**src/hw/rtl/qer_pkg.sv**
```systemverilog
// Shared types, constants and the arctangent table for the quaternion reframe pipeline.
`timescale 1ns / 1ps
`default_nettype none

package qer_pkg;

    localparam int CORDIC_STAGES_DEF = 16;
    localparam int ATAN_LEN          = 24;

    // widths: Euler terms, CORDIC x/y datapath, CORDIC angle accumulator, sqrt datapath
    localparam int TW  = 36;
    localparam int XW  = 38;
    localparam int ZW  = 34;
    localparam int SQW = 58;

    localparam int Q28_ONE      = 268435456;
    localparam int QUARTER_TURN = 1073741824;
    localparam int CORDIC_GAIN  = 163008219;

    typedef struct packed {
        logic signed [XW-1:0] x;
        logic signed [XW-1:0] y;
        logic signed [ZW-1:0] z;
    } vec_t;

    typedef struct packed {
        logic [SQW-1:0] v;
        logic [SQW-1:0] r;
    } isq_t;

    typedef struct packed {
        logic signed [TW-1:0] sinr;
        logic signed [TW-1:0] cosr;
        logic signed [TW-1:0] sinp;
        logic signed [TW-1:0] siny;
        logic signed [TW-1:0] cosy;
        logic                 sat;
    } term_t;

    // arctangent of 2^-i, binary angle with 2^31 = pi
    function automatic int atan_entry(input int i);
        int a;
        case (i)
            0:       a = 536870912;
            1:       a = 316933406;
            2:       a = 167458907;
            3:       a = 85004756;
            4:       a = 42667331;
            5:       a = 21354465;
            6:       a = 10680862;
            7:       a = 5340245;
            8:       a = 2670163;
            9:       a = 1335087;
            10:      a = 667544;
            11:      a = 333772;
            12:      a = 166886;
            13:      a = 83443;
            14:      a = 41722;
            15:      a = 20861;
            16:      a = 10430;
            17:      a = 5215;
            18:      a = 2608;
            19:      a = 1304;
            20:      a = 652;
            21:      a = 326;
            22:      a = 163;
            23:      a = 81;
            default: a = 0;
        endcase
        return a;
    endfunction

endpackage

`default_nettype wire

```
**src/hw/rtl/qer_cordic_cell.sv**
```systemverilog
// One micro-rotation of a CORDIC chain, vectoring or rotation mode.
`timescale 1ns / 1ps
`default_nettype none

module qer_cordic_cell #(
    parameter int STAGE  = 0,
    parameter bit VECTOR = 1'b1
) (
    input  wire logic      aclk,
    input  wire logic      ce,
    input  wire qer_pkg::vec_t d_in,
    output qer_pkg::vec_t  d_out
);
    import qer_pkg::*;

    localparam logic signed [ZW-1:0] ATAN = ZW'(atan_entry(STAGE));

    vec_t                 cell_reg;
    vec_t                 cell_next;
    logic signed [XW-1:0] xi;
    logic signed [XW-1:0] yi;
    logic signed [XW-1:0] xs;
    logic signed [XW-1:0] ys;
    logic                 ccw;

    always_comb begin
        xi  = d_in.x;
        yi  = d_in.y;
        xs  = xi >>> STAGE;
        ys  = yi >>> STAGE;
        // vectoring drives y to zero, rotation drives z to zero
        ccw = VECTOR ? yi[XW-1] : !d_in.z[ZW-1];
        if (ccw) begin
            cell_next.x = xi - ys;
            cell_next.y = yi + xs;
            cell_next.z = d_in.z - ATAN;
        end else begin
            cell_next.x = xi + ys;
            cell_next.y = yi - xs;
            cell_next.z = d_in.z + ATAN;
        end
    end

    always_ff @(posedge aclk) begin
        if (ce) begin
            cell_reg <= cell_next;
        end
    end

    assign d_out = cell_reg;

endmodule

`default_nettype wire

```
**config.mk**
```make
export PLATFORM = sky130hd
export DESIGN_NAME = qer_cordic_cell
export DESIGN_NICKNAME = d
export VERILOG_FILES = /design/src/hw/rtl/qer_pkg.sv /design/src/hw/rtl/qer_cordic_cell.sv
export SDC_FILE = /design/constraint.sdc
export NUM_CORES = 1
export LEC_CHECK = 0
export BUFFER_PORTS_ARGS = -buffer_cell sky130_fd_sc_hd__buf_2
export CORE_MARGIN = 5
export CORE_UTILIZATION = 50
export DETAILED_ROUTE_END_ITERATION = 16
export GPL_ROUTABILITY_DRIVEN = 0
export HOLD_SLACK_MARGIN = 0.06
export PLACE_DENSITY = 0.84
export SETUP_SLACK_MARGIN = 0.4
export SYNTH_ARGS = -nofsm -noshare
export SYNTH_HDL_FRONTEND = slang
export SYNTH_SLANG_ARGS = --single-unit
```
**constraint.sdc**
```tcl
create_clock -name aclk -period 7.19 [get_ports aclk]
set_input_delay 1.0785 -clock aclk [delete_from_list [all_inputs] [get_ports aclk]]
set_output_delay 1.0785 -clock aclk [all_outputs]
set_load 0.01 [all_outputs]
```
==> results.cfg <==
[status]
status = complete, no violations

[worst_setup_path]
crit_arrival_ns = 4.36
cp_top_family = compound AO/OA/AOI/OAI gates
crit_path_max_incr_delay_ns = 0.88
cp_num_buf_inv = 2
crit_path_max_fanout = 8
cp_cell_sequence = buf_2 > inv_1 > ha_1 > nor2b_1 > o31a_1 > o21ai_1 > o21bai_1 > a21oi_1 > o31ai_2 > o41ai_1 > o311a_1 > a21oi_1 > xnor2_1
cp-start-kind = input pin
crit_type = input pin to flop
crit_path_end_kind = flop
timing.critical_path.mode_cell = a21oi_1
slowest_stage = o41ai_1
cp_data_required_time_ns = 7.30

[floorplanning]
dieArea_um2 = 23360
rows = 52
core_um2 = 20170
chipWidth_um = 152.8
die_y_um = 152.8
io_pins = 222
start_util = 0.5058

[placement]
port_buffers = 221
dp.final_hpwl_um = 23070
place_area_um2 = 11400
pre_cts_ws_ns = 2.793

[layout]
post_route_cells_drive_above_1_share = 0.2035
area_growth_pct = 14.61
largest_reg_flops = 109
final_core_util = 0.5797
multi_input_area_um2 = 6210
final-seq-area_um2 = 3273
nNetsFinal = 1566
diodes = 0
fin_area_um2 = 11690
fillCellCount = 1785

[power]
power_density_nw_per_um2 = 186.7
comb_power_share = 0.382
p_leak_uw = 0.005364
p_seq_frac = 0.387
p_sw_frac = 0.3667
p_sw_uw = 800.3
p_clk_frac = 0.231
p_total_uw = 2182
p_int_uw = 1382
peakVddDrop_mv = 0.1214

[sta]
final-setup-viol-count = 0
rsz0062_at_grt = no
slew_headroom = 0.2805
timing.fmax_mhz = 235.1
tightest_slew_ns = 1.065
report.final.slew_viol_count = 0
hold_viol = 0
finalCritPeriodShare = 0.5917
setup_slack_ns = 2.936
min_period_ns = 4.254
fin_tns_setup_ns = 0

[yosys]
ys_seq_elements = 109
synth.most_common_cell = a21oi_1
synthDistinctLibCells = 79
yosysSeqAreaShare = 0.3208
netlist.area_leader.share = 0.3208
synth.top_cells.by_count = 136 x a21oi_1, 123 x ha_1, 111 x inv_1, 109 x edfxtp_1, 106 x nor2_1
syn_nets = 1386
synth_area_leaders = edfxtp_1 32%, ha_1 15%, a21oi_1 6.7%
async_reset_ff_frac = 0
syn_inst = 1147
synthesis.area_um2 = 10200
yosysTopAreaCell = edfxtp_1
syn_area_per_cell_um2 = 8.895
synth-edff-count = 109
synth_ff_type = edfxtp_1
yosys_warnings = 0

[route]
drc_errors = 0
wl_per_cell_um = 18.44
drt_iter0_drc = 1498
num_vias = 9552
firstDrtPassIters = 8
ant_nets = 0
drt-total-wl_um = 29530
vias_per_cell = 5.963

[clock_tree]
numCtsBuffers = 9
cts_sinks = 109
post-cts-setup-buffers = 0
root_buffer = clkbuf_16
cts_buffer_depth = 2
ctsResizeCount = 0
holdBufCountCts = 0
tritoncts = done
htree_levels = 3
clkSlewWorstSetupHoldPaths_ns = 0.08

[global_route]
grt_pass1_wl_um = 46570
grt-ovfl-total = 0
antenna_found_initial = 1
grt_max_degree = 84
grt_pass1_vias = 9098
grt.total_usage = 0.2419

[job]
drv_cap = 0

[min_path]
hp-class = input pin to flop
kinds of logic (layout without fill, tap and decap cells):
family	count (synthesis)	count (layout)	synth area share
muxes	20	20	0.01962
and+or+nand+nor	264	264	0.1215
DFF	109	109	0.3208
xor gates and xnor gates	74	74	0.06353
buffers and inverters	172	357	0.07052
adders and majority gates	127	127	0.1587
AOI/OAI and AO/OA	381	381	0.2453
path summary, 6_finish.rpt:
check / startpoint / end / cells after the start
max: d_in[36] / d_out[68] / 13
min: d_in[5] / d_out[5] / 1
cell type report:
cell class | count | area share
sequential | 109 | 0.2799
inverter | 117 | 0.03799
tap | 270 | 0.02889
multi-input combinational | 866 | 0.5311
clock buffer | 9 | 0.01926
timing repair buffer | 224 | 0.09674
clock inverter | 7 | 0.006099
layout by cell type, fill, tap and decap left out, drive strengths merged, types with 5 or more instances in the layout:
cell and count:
o21bai 35, a21oi 139, xor2 11, or2 5, inv 117, o211ai 14
o41ai 7, a21o 39, o21ai 68, nand4 11, a2111oi 5, nor3 23
a211oi 10, nor4 15, nor2 106, buf 224, clkbuf 9, o31ai 8
a221oi 5, ha 123, nand3 8, clkinv 7, nor2b 9, mux2i 20
nand2 56, nand2b 11, xnor2 63, edfxtp 109, o21a 10, and2 5
per-layer routing:
metal | up-vias | track usage | wire length, um
li1 | 4448 | - | -
met2 | 638 | 0.3836 | 13190
met1 | 4343 | 0.3193 | 12180
met4 | 2 | 0.1052 | 1319
met3 | 121 | 0.05400 | 2831
met5 | - | 0 | 13
power groups by stage:
stage	combinational, uW	sequential, uW	clock [uW]
after floorplan	482	912	0
after global placement	801	858	0
after detailed placement	813	860	0
after CTS	819	846	513
after global routing	902	853	542
final	834	845	504
metrics by stage:
| stage | hold WS (ns) | std cells |
|---|---|---|
| 2_1_floorplan | 1.177 | 1147 |
| 3_3_place_gp | 1.255 | 1586 |
| 3_5_place_dp | 1.257 | 1586 |
| 4_1_cts | 0.8733 | 1602 |
| 5_1_grt | 0.8676 | 1602 |
| 6_report | 0.8863 | 1602 |
Note: power is estimated with default switching activity, not from simulation.
