File: config.mk
export PLATFORM = sky130hd
export DESIGN_NAME = qer_isqrt_cell
export DESIGN_NICKNAME = d
export VERILOG_FILES = /design/src/hw/rtl/qer_pkg.sv /design/src/hw/rtl/qer_isqrt_cell.sv
export SDC_FILE = /design/constraint.sdc
export NUM_CORES = 1
export LEC_CHECK = 0
export BUFFER_PORTS_ARGS = -buffer_cell sky130_fd_sc_hd__buf_2
export CAP_MARGIN = 40
export CORE_ASPECT_RATIO = 1.4
export CORE_UTILIZATION = 40
export CTS_CLUSTER_DIAMETER = 100
export CTS_CLUSTER_SIZE = 12
export DETAILED_ROUTE_END_ITERATION = 10
export PLACE_DENSITY = 0.59
export SYNTH_ARGS = -nofsm -noshare
export SYNTH_HDL_FRONTEND = slang
export SYNTH_SLANG_ARGS = --single-unit
File: constraint.sdc
create_clock -name aclk -period 14 [get_ports aclk]
set_input_delay 2.1 -clock aclk [delete_from_list [all_inputs] [get_ports aclk]]
set_output_delay 2.1 -clock aclk [all_outputs]
set_load 0.01 [all_outputs]
File: src/hw/rtl/qer_pkg.sv
// Shared types, constants and the arctangent table for the quaternion reframe pipeline.
`timescale 1ns / 1ps
`default_nettype none

package qer_pkg;

    localparam int CORDIC_STAGES_DEF = 16;
    localparam int ATAN_LEN          = 24;

    // widths: Euler terms, CORDIC x/y datapath, CORDIC angle accumulator, sqrt datapath
    localparam int TW  = 36;
    localparam int XW  = 38;
    localparam int ZW  = 34;
    localparam int SQW = 58;

    localparam int Q28_ONE      = 268435456;
    localparam int QUARTER_TURN = 1073741824;
    localparam int CORDIC_GAIN  = 163008219;

    typedef struct packed {
        logic signed [XW-1:0] x;
        logic signed [XW-1:0] y;
        logic signed [ZW-1:0] z;
    } vec_t;

    typedef struct packed {
        logic [SQW-1:0] v;
        logic [SQW-1:0] r;
    } isq_t;

    typedef struct packed {
        logic signed [TW-1:0] sinr;
        logic signed [TW-1:0] cosr;
        logic signed [TW-1:0] sinp;
        logic signed [TW-1:0] siny;
        logic signed [TW-1:0] cosy;
        logic                 sat;
    } term_t;

    // arctangent of 2^-i, binary angle with 2^31 = pi
    function automatic int atan_entry(input int i);
        int a;
        case (i)
            0:       a = 536870912;
            1:       a = 316933406;
            2:       a = 167458907;
            3:       a = 85004756;
            4:       a = 42667331;
            5:       a = 21354465;
            6:       a = 10680862;
            7:       a = 5340245;
            8:       a = 2670163;
            9:       a = 1335087;
            10:      a = 667544;
            11:      a = 333772;
            12:      a = 166886;
            13:      a = 83443;
            14:      a = 41722;
            15:      a = 20861;
            16:      a = 10430;
            17:      a = 5215;
            18:      a = 2608;
            19:      a = 1304;
            20:      a = 652;
            21:      a = 326;
            22:      a = 163;
            23:      a = 81;
            default: a = 0;
        endcase
        return a;
    endfunction

endpackage

`default_nettype wire

File: src/hw/rtl/qer_isqrt_cell.sv
// One digit step of the restoring integer square root chain.
`timescale 1ns / 1ps
`default_nettype none

module qer_isqrt_cell #(
    parameter int K = 0
) (
    input  wire logic         aclk,
    input  wire logic         ce,
    input  wire qer_pkg::isq_t d_in,
    output qer_pkg::isq_t     d_out
);
    import qer_pkg::*;

    localparam logic [SQW-1:0] BIT = SQW'(1) << (2 * K);

    isq_t           cell_reg;
    isq_t           cell_next;
    logic [SQW-1:0] trial;

    always_comb begin
        trial = d_in.r + BIT;
        if (d_in.v >= trial) begin
            cell_next.v = d_in.v - trial;
            cell_next.r = (d_in.r >> 1) + BIT;
        end else begin
            cell_next.v = d_in.v;
            cell_next.r = d_in.r >> 1;
        end
    end

    always_ff @(posedge aclk) begin
        if (ce) begin
            cell_reg <= cell_next;
        end
    end

    assign d_out = cell_reg;

endmodule

`default_nettype wire

==> impl_metrics.yaml, run 1 <==
power_and_ir_drop:
  total_power_mw: 1.28
  vdd_drop_max_v: 0.0000909
  p_leak_nw: 4.79
  p_per_area_mw_per_mm2: 106
final_layout:
  area_growth_pct: 18.9
  drive_gt1_share_pct: 21.8
  n_fill_cell: 2494
  final_common_cell: "buf_2"
  multi_input_area_sq_mm: 0.00631
  layoutNonFillerInstCount: 1709
  largest_reg_flops: 116
  seq_area_sq_mm: 0.00348
  layout.nets: 1559
  final_cell_mix: "buf_2, nand2_1, nor2_1, a21oi_1, edfxtp_1"
clock_network:
  clock-sinks: 116
  cts_root_buf: "clkbuf_16"
  cts.clk_slew.worst_paths_ns: 0.07
  htree_levels: 4
  cts_hold_buf: 0
  cts_buffer_depth: 2
  cts_tree: "yes"
  cts_resized: 0
  post-cts-setup-buffers: 0
  cts_made_buffers: 17
sta:
  fin_crit_sh_pct: 61.2
  finalCriticalPeriod_ns: 8.57
  slew_headroom_pct: 44.4
  tns_ns: 0
  setup_violations: 0
  max_freq_ghz: 0.117
  finalHoldViolations: 0
  drv_slew: 0
  worst_pin_slew_ns: 0.826
  rsz0062_at_grt: "false"
setup_path:
  worstPathRequired_ns: 14.19
  startpoint_type: "primary input"
  cpMaxStageDelayCell: "nor4_1"
  critPathMaxFanout: 83
  cpMostUsedCell: "nor3_1"
  crit_cells: 21
  path_class: "primary input to flop"
  path_buf_inv: 2
  slowest_delay_ns: 0.76
  path_delay_family: "simple AND/OR/NAND/NOR gates"
  setup.worst_path.end_class: "flop"
  worstPathArrival_ns: 8.77
  crit_chain: "buf_2 > ha_1 > nand3_1 > nor4_1 > nand2_1 > nor2_1 > nand3_1 > or2_2 > nor2_1 > nand2_1 > xor2_1 > ha_1 > nand4_1 > nor3_1 > nand4_1 > nor3_1 > nor3_1 > o21ai_1 > or2_2 > buf_4 > mux2_2"
route:
  viasPerCell: 5.74
  routedWlPerCell_um: 21.5
  topRoutingLayerUsed: "met5"
  num_vias: 9808
  drtIter0Drc: 520
  first_pass_iters: 5
  drc: 0
  wirelength_mm: 36.7
  met2_length_mm: 18.5
  ant_nets: 0
  met3_length_mm: 1.82
  wl_met1_mm: 13.8
floorplanning:
  core_area_sq_mm: 0.0248
  dieArea_sq_mm: 0.0262
  die_h_um: 191
  die_w_um: 137
  ios: 234
  fp-row-count: 68
  start_util_pct: 41.1
synth:
  synth_top_cells_by_area: "edfxtp_1, ha_1, xor2_1, xnor2_1, a21oi_1"
  synth_top_area_share_pct: 34.1
  synth_edf_count: 116
  yosysUniqueCellTypes: 76
  yosys_warnings: 0
  synthFlopType: "edfxtp_1"
  yosysTopAreaCell: "edfxtp_1"
  syn_area_sq_mm: 0.0102
  synth_async_sr_flop_share_pct: 0
  ys_ff_latch: 116
  synth_cells: 1189
  yosysSeqAreaShare_pct: 34.1
  synth_nets: 1368
  synth_area_per_cell_sq_um: 8.58
grt:
  grt-ovfl-total: 0
  grt_max_degree: 84
  grtUsageTotal_pct: 28.5
  grt_pass1_vias: 9599
  antenna_found_initial: 1
  grt_pass1_wl_mm: 54.7
run:
  maxCapViolations: 0
placed_design:
  hpwl_mm: 30.0
  portBuffers: 233
  dp.cells: 1676
  gp_congestion: 0.979
min_path:
  hp-class: "primary input to flop"
  min_path_cells: 3
run_status:
  status: "finished, final reports clean"
-- final timing paths --
kind | slack [ns] | start | endpoint
max | 5.43 | d_in[1] | d_out[103]
min | 1.96 | d_in[113] | d_out[113]
-- routing by layer --
layer | GRT usage [%] | up-vias
met1 | 31.3 | 4586
met5 | 0 | -
met4 | 20.6 | 2
met2 | 49.9 | 399
met3 | 3.79 | 104
li1 | - | 4717
-- per-stage QoR --
step / util (%) / setup slack (ns) / hold slack, ns / cell area (sq um)
floorplan: - / 7.32 / 2.21 / 10200
global placement: 46.3 / 5.30 / 2.41 / 11500
detailed placement: 46.4 / 5.02 / 2.41 / 11500
CTS: 48.8 / 5.47 / 1.95 / 12100
global route: 48.8 / 4.80 / 1.97 / 12100
finish: 48.9 / 5.43 / 1.96 / 12100
-- synth_stat cells, drive strengths merged (3+ instances only) --
master / count
nor2: 126
nand2: 125
a21oi: 117
edfxtp: 116
xor2: 84
xnor2: 75
ha: 60
o21ai: 60
nand4: 50
nor3: 45
clkbuf: 35
nand3: 33
buf: 31
inv: 29
a21o: 23
and3: 19
nor4: 16
or3: 15
o21bai: 13
a211oi: 8
nor2b: 8
o211ai: 8
o21a: 8
or2: 8
and2: 7
nand2b: 7
or4: 7
a31oi: 6
and4: 5
o2111ai: 4
nor4b: 3
o211a: 3
o21ba: 3
o31ai: 3
-- report_power, final --
part	total (mW)	switching, mW	internal, mW
logic	0.367	0.233	0.135
registers	0.443	0.0110	0.432
clock network	0.470	0.174	0.297
total	1.28	0.418	0.864
-- area by class of cell --
class	count	area share [%]
clock inverters	13	1.49
well taps	315	3.25
multi-input cells	978	52.0
clock buffers	19	3.57
repair buffers	238	10.1
flip-flops and latches	116	28.7
inverters	29	0.897
diodes	1	0.0206
-- worst min-delay path, cell delays in order --
cell and delay, ns:
buf_2 0.09, nand2_1 0.04, o21ai_0 0.06
-- logic make-up after synthesis --
kind of cell | count (synthesis) | share of synthesized area (%)
AO/OA/AOI/OAI | 276 | 16.6
XOR/XNOR | 159 | 13.6
adder cells (fa/ha/maj) | 61 | 7.55
buffers and inverters | 95 | 4.13
flip-flops | 116 | 34.1
multiplexers | 3 | 0.319
AND/OR/NAND/NOR | 479 | 23.6
Power figures use the tool's default switching activity.
==> inputs of run 2 (changes only) <==
Clock period 14 ns to 8.86 ns, I/O delays scaled along.
==> impl_metrics.yaml, run 2 (synthesis results as in run 1) <==
sta:
  finalHoldViolations: 0
  drv_slew: 0
  fin_crit_sh_pct: 84.9
  rsz0062_at_grt: "false"
  setup_violations: 0
  finalCriticalPeriod_ns: 7.52
  tns_ns: 0
  max_freq_ghz: 0.133
  worst_pin_slew_ns: 0.761
  slew_headroom_pct: 49.3
floorplanning:
  die_w_um: 137
  ios: 234
  fp-row-count: 68
  die_h_um: 191
  start_util_pct: 41.1
  dieArea_sq_mm: 0.0262
  core_area_sq_mm: 0.0248
power_and_ir_drop:
  p_leak_nw: 4.78
  vdd_drop_max_v: 0.000147
  p_per_area_mw_per_mm2: 162
clock_network:
  cts_hold_buf: 0
  cts_resized: 0
  post-cts-setup-buffers: 0
  cts_buffer_depth: 2
  clock-sinks: 116
  cts.clk_slew.worst_paths_ns: 0.06
  cts_root_buf: "clkbuf_16"
  cts_tree: "yes"
  htree_levels: 4
  cts_made_buffers: 17
setup_path:
  cpMaxStageDelayCell: "or2_2"
  critPathMaxFanout: 49
  worstPathArrival_ns: 7.71
  slowest_delay_ns: 0.72
  startpoint_type: "primary input"
  crit_chain: "buf_2 > ha_1 > nand3_1 > nor4_1 > nand2_1 > nor2_1 > nand3_1 > or2_2 > nor2_1 > nand2_1 > xor2_1 > ha_1 > nand4_1 > nor3_1 > nand4_1 > nor3_1 > nor3_1 > o21ai_1 > or2_2 > buf_12 > nand4_1 > nor3b_1"
  path_class: "primary input to flop"
  worstPathRequired_ns: 9.05
  setup.worst_path.end_class: "flop"
final_layout:
  diodes: 0
  final_cell_mix: "buf_2, nand2_1, nor2_1, a21oi_1, edfxtp_1"
  drive_gt1_share_pct: 21.9
  n_fill_cell: 2507
  area_growth_pct: 18.7
  final_common_cell: "buf_2"
  layout.nets: 1561
  design_area_sq_mm: 0.0121
  largest_reg_flops: 116
placed_design:
  gp_congestion: 0.992
  portBuffers: 233
  hpwl_mm: 30.0
  dpl_cell_area_sq_mm: 0.0115
route:
  routedWlPerCell_um: 21.4
  num_vias: 9958
  drtIter0Drc: 600
  viasPerCell: 5.82
  ant_nets: 0
  first_pass_iters: 5
  wirelength_mm: 36.6
  drc: 0
grt:
  grt-ovfl-total: 0
  antenna_found_initial: 0
  grt_pass1_vias: 9671
  grt_pass1_wl_mm: 54.2
  grt_max_degree: 64
  grtUsageTotal_pct: 28.4
run:
  maxCapViolations: 0
run_status:
  status: "finished, final reports clean"
min_path:
  hp-class: "primary input to flop"
## run 2: cell types whose count changed in the layout (fill, tap and decap cells not counted), sizes merged
cell	change
buf	+2
bufinv	-2
clkinv	+1
clkinvlp	+1
diode	-1
## run 2: routing by layer
layer / global-route usage, % / wire length, um / share of wire (%)
met1: 30.6 / 13500 / 37
met2: 50.3 / 18700 / 51
met3: 4.06 / 1800 / 4.9
met4: 19.9 / 2510 / 6.9
met5: 0 / 0 / 0
## run 2: report_power, final
part	switching [mW]	internal (mW)
logic	0.370	0.215
clock network	0.266	0.411
registers	0.0172	0.683
## run 2: through the flow
step / hold WS (ns) / utilization (%) / setup slack [ns] / std cells / power [mW]
2_1_floorplan: 1.44 / - / 2.96 / 1189 / 1.07
3_3_place_gp: 1.64 / 46.4 / 1.22 / 1677 / 1.29
3_5_place_dp: 1.64 / 46.5 / 0.952 / 1678 / 1.29
4_1_cts: 1.19 / 48.8 / 1.40 / 1710 / 1.98
5_1_grt: 1.20 / 48.8 / 0.693 / 1710 / 2.06
6_report: 1.21 / 48.8 / 1.34 / 1710 / 1.96
## run 2: path summary, 6_finish.rpt
check / depth (start not counted) / end / startpoint / slack [ns]
max: 22 / d_out[90] / d_in[1] / 1.34
min: 2 / d_out[111] / d_in[111] / 1.21
## run 2: area by class of cell
cell class | instances | area, sq um | area share, %
multi-input cells | 978 | 6310 | 52.1
flip-flops and latches | 116 | 3480 | 28.8
repair buffers | 240 | 1250 | 10.3
clock buffers | 19 | 433 | 3.57
well taps | 315 | 394 | 3.25
clock inverters | 13 | 134 | 1.11
inverters | 29 | 109 | 0.898
## run 2: critical path, delay by kind of cell
kind / cells / cell delay [ns]
and+or+nand+nor: 16 / 4.62
adders and majority gates: 2 / 0.68
buffers and inverters: 2 / 0.53
AOI/OAI and AO/OA: 1 / 0.33
xor gates and xnor gates: 1 / 0.19
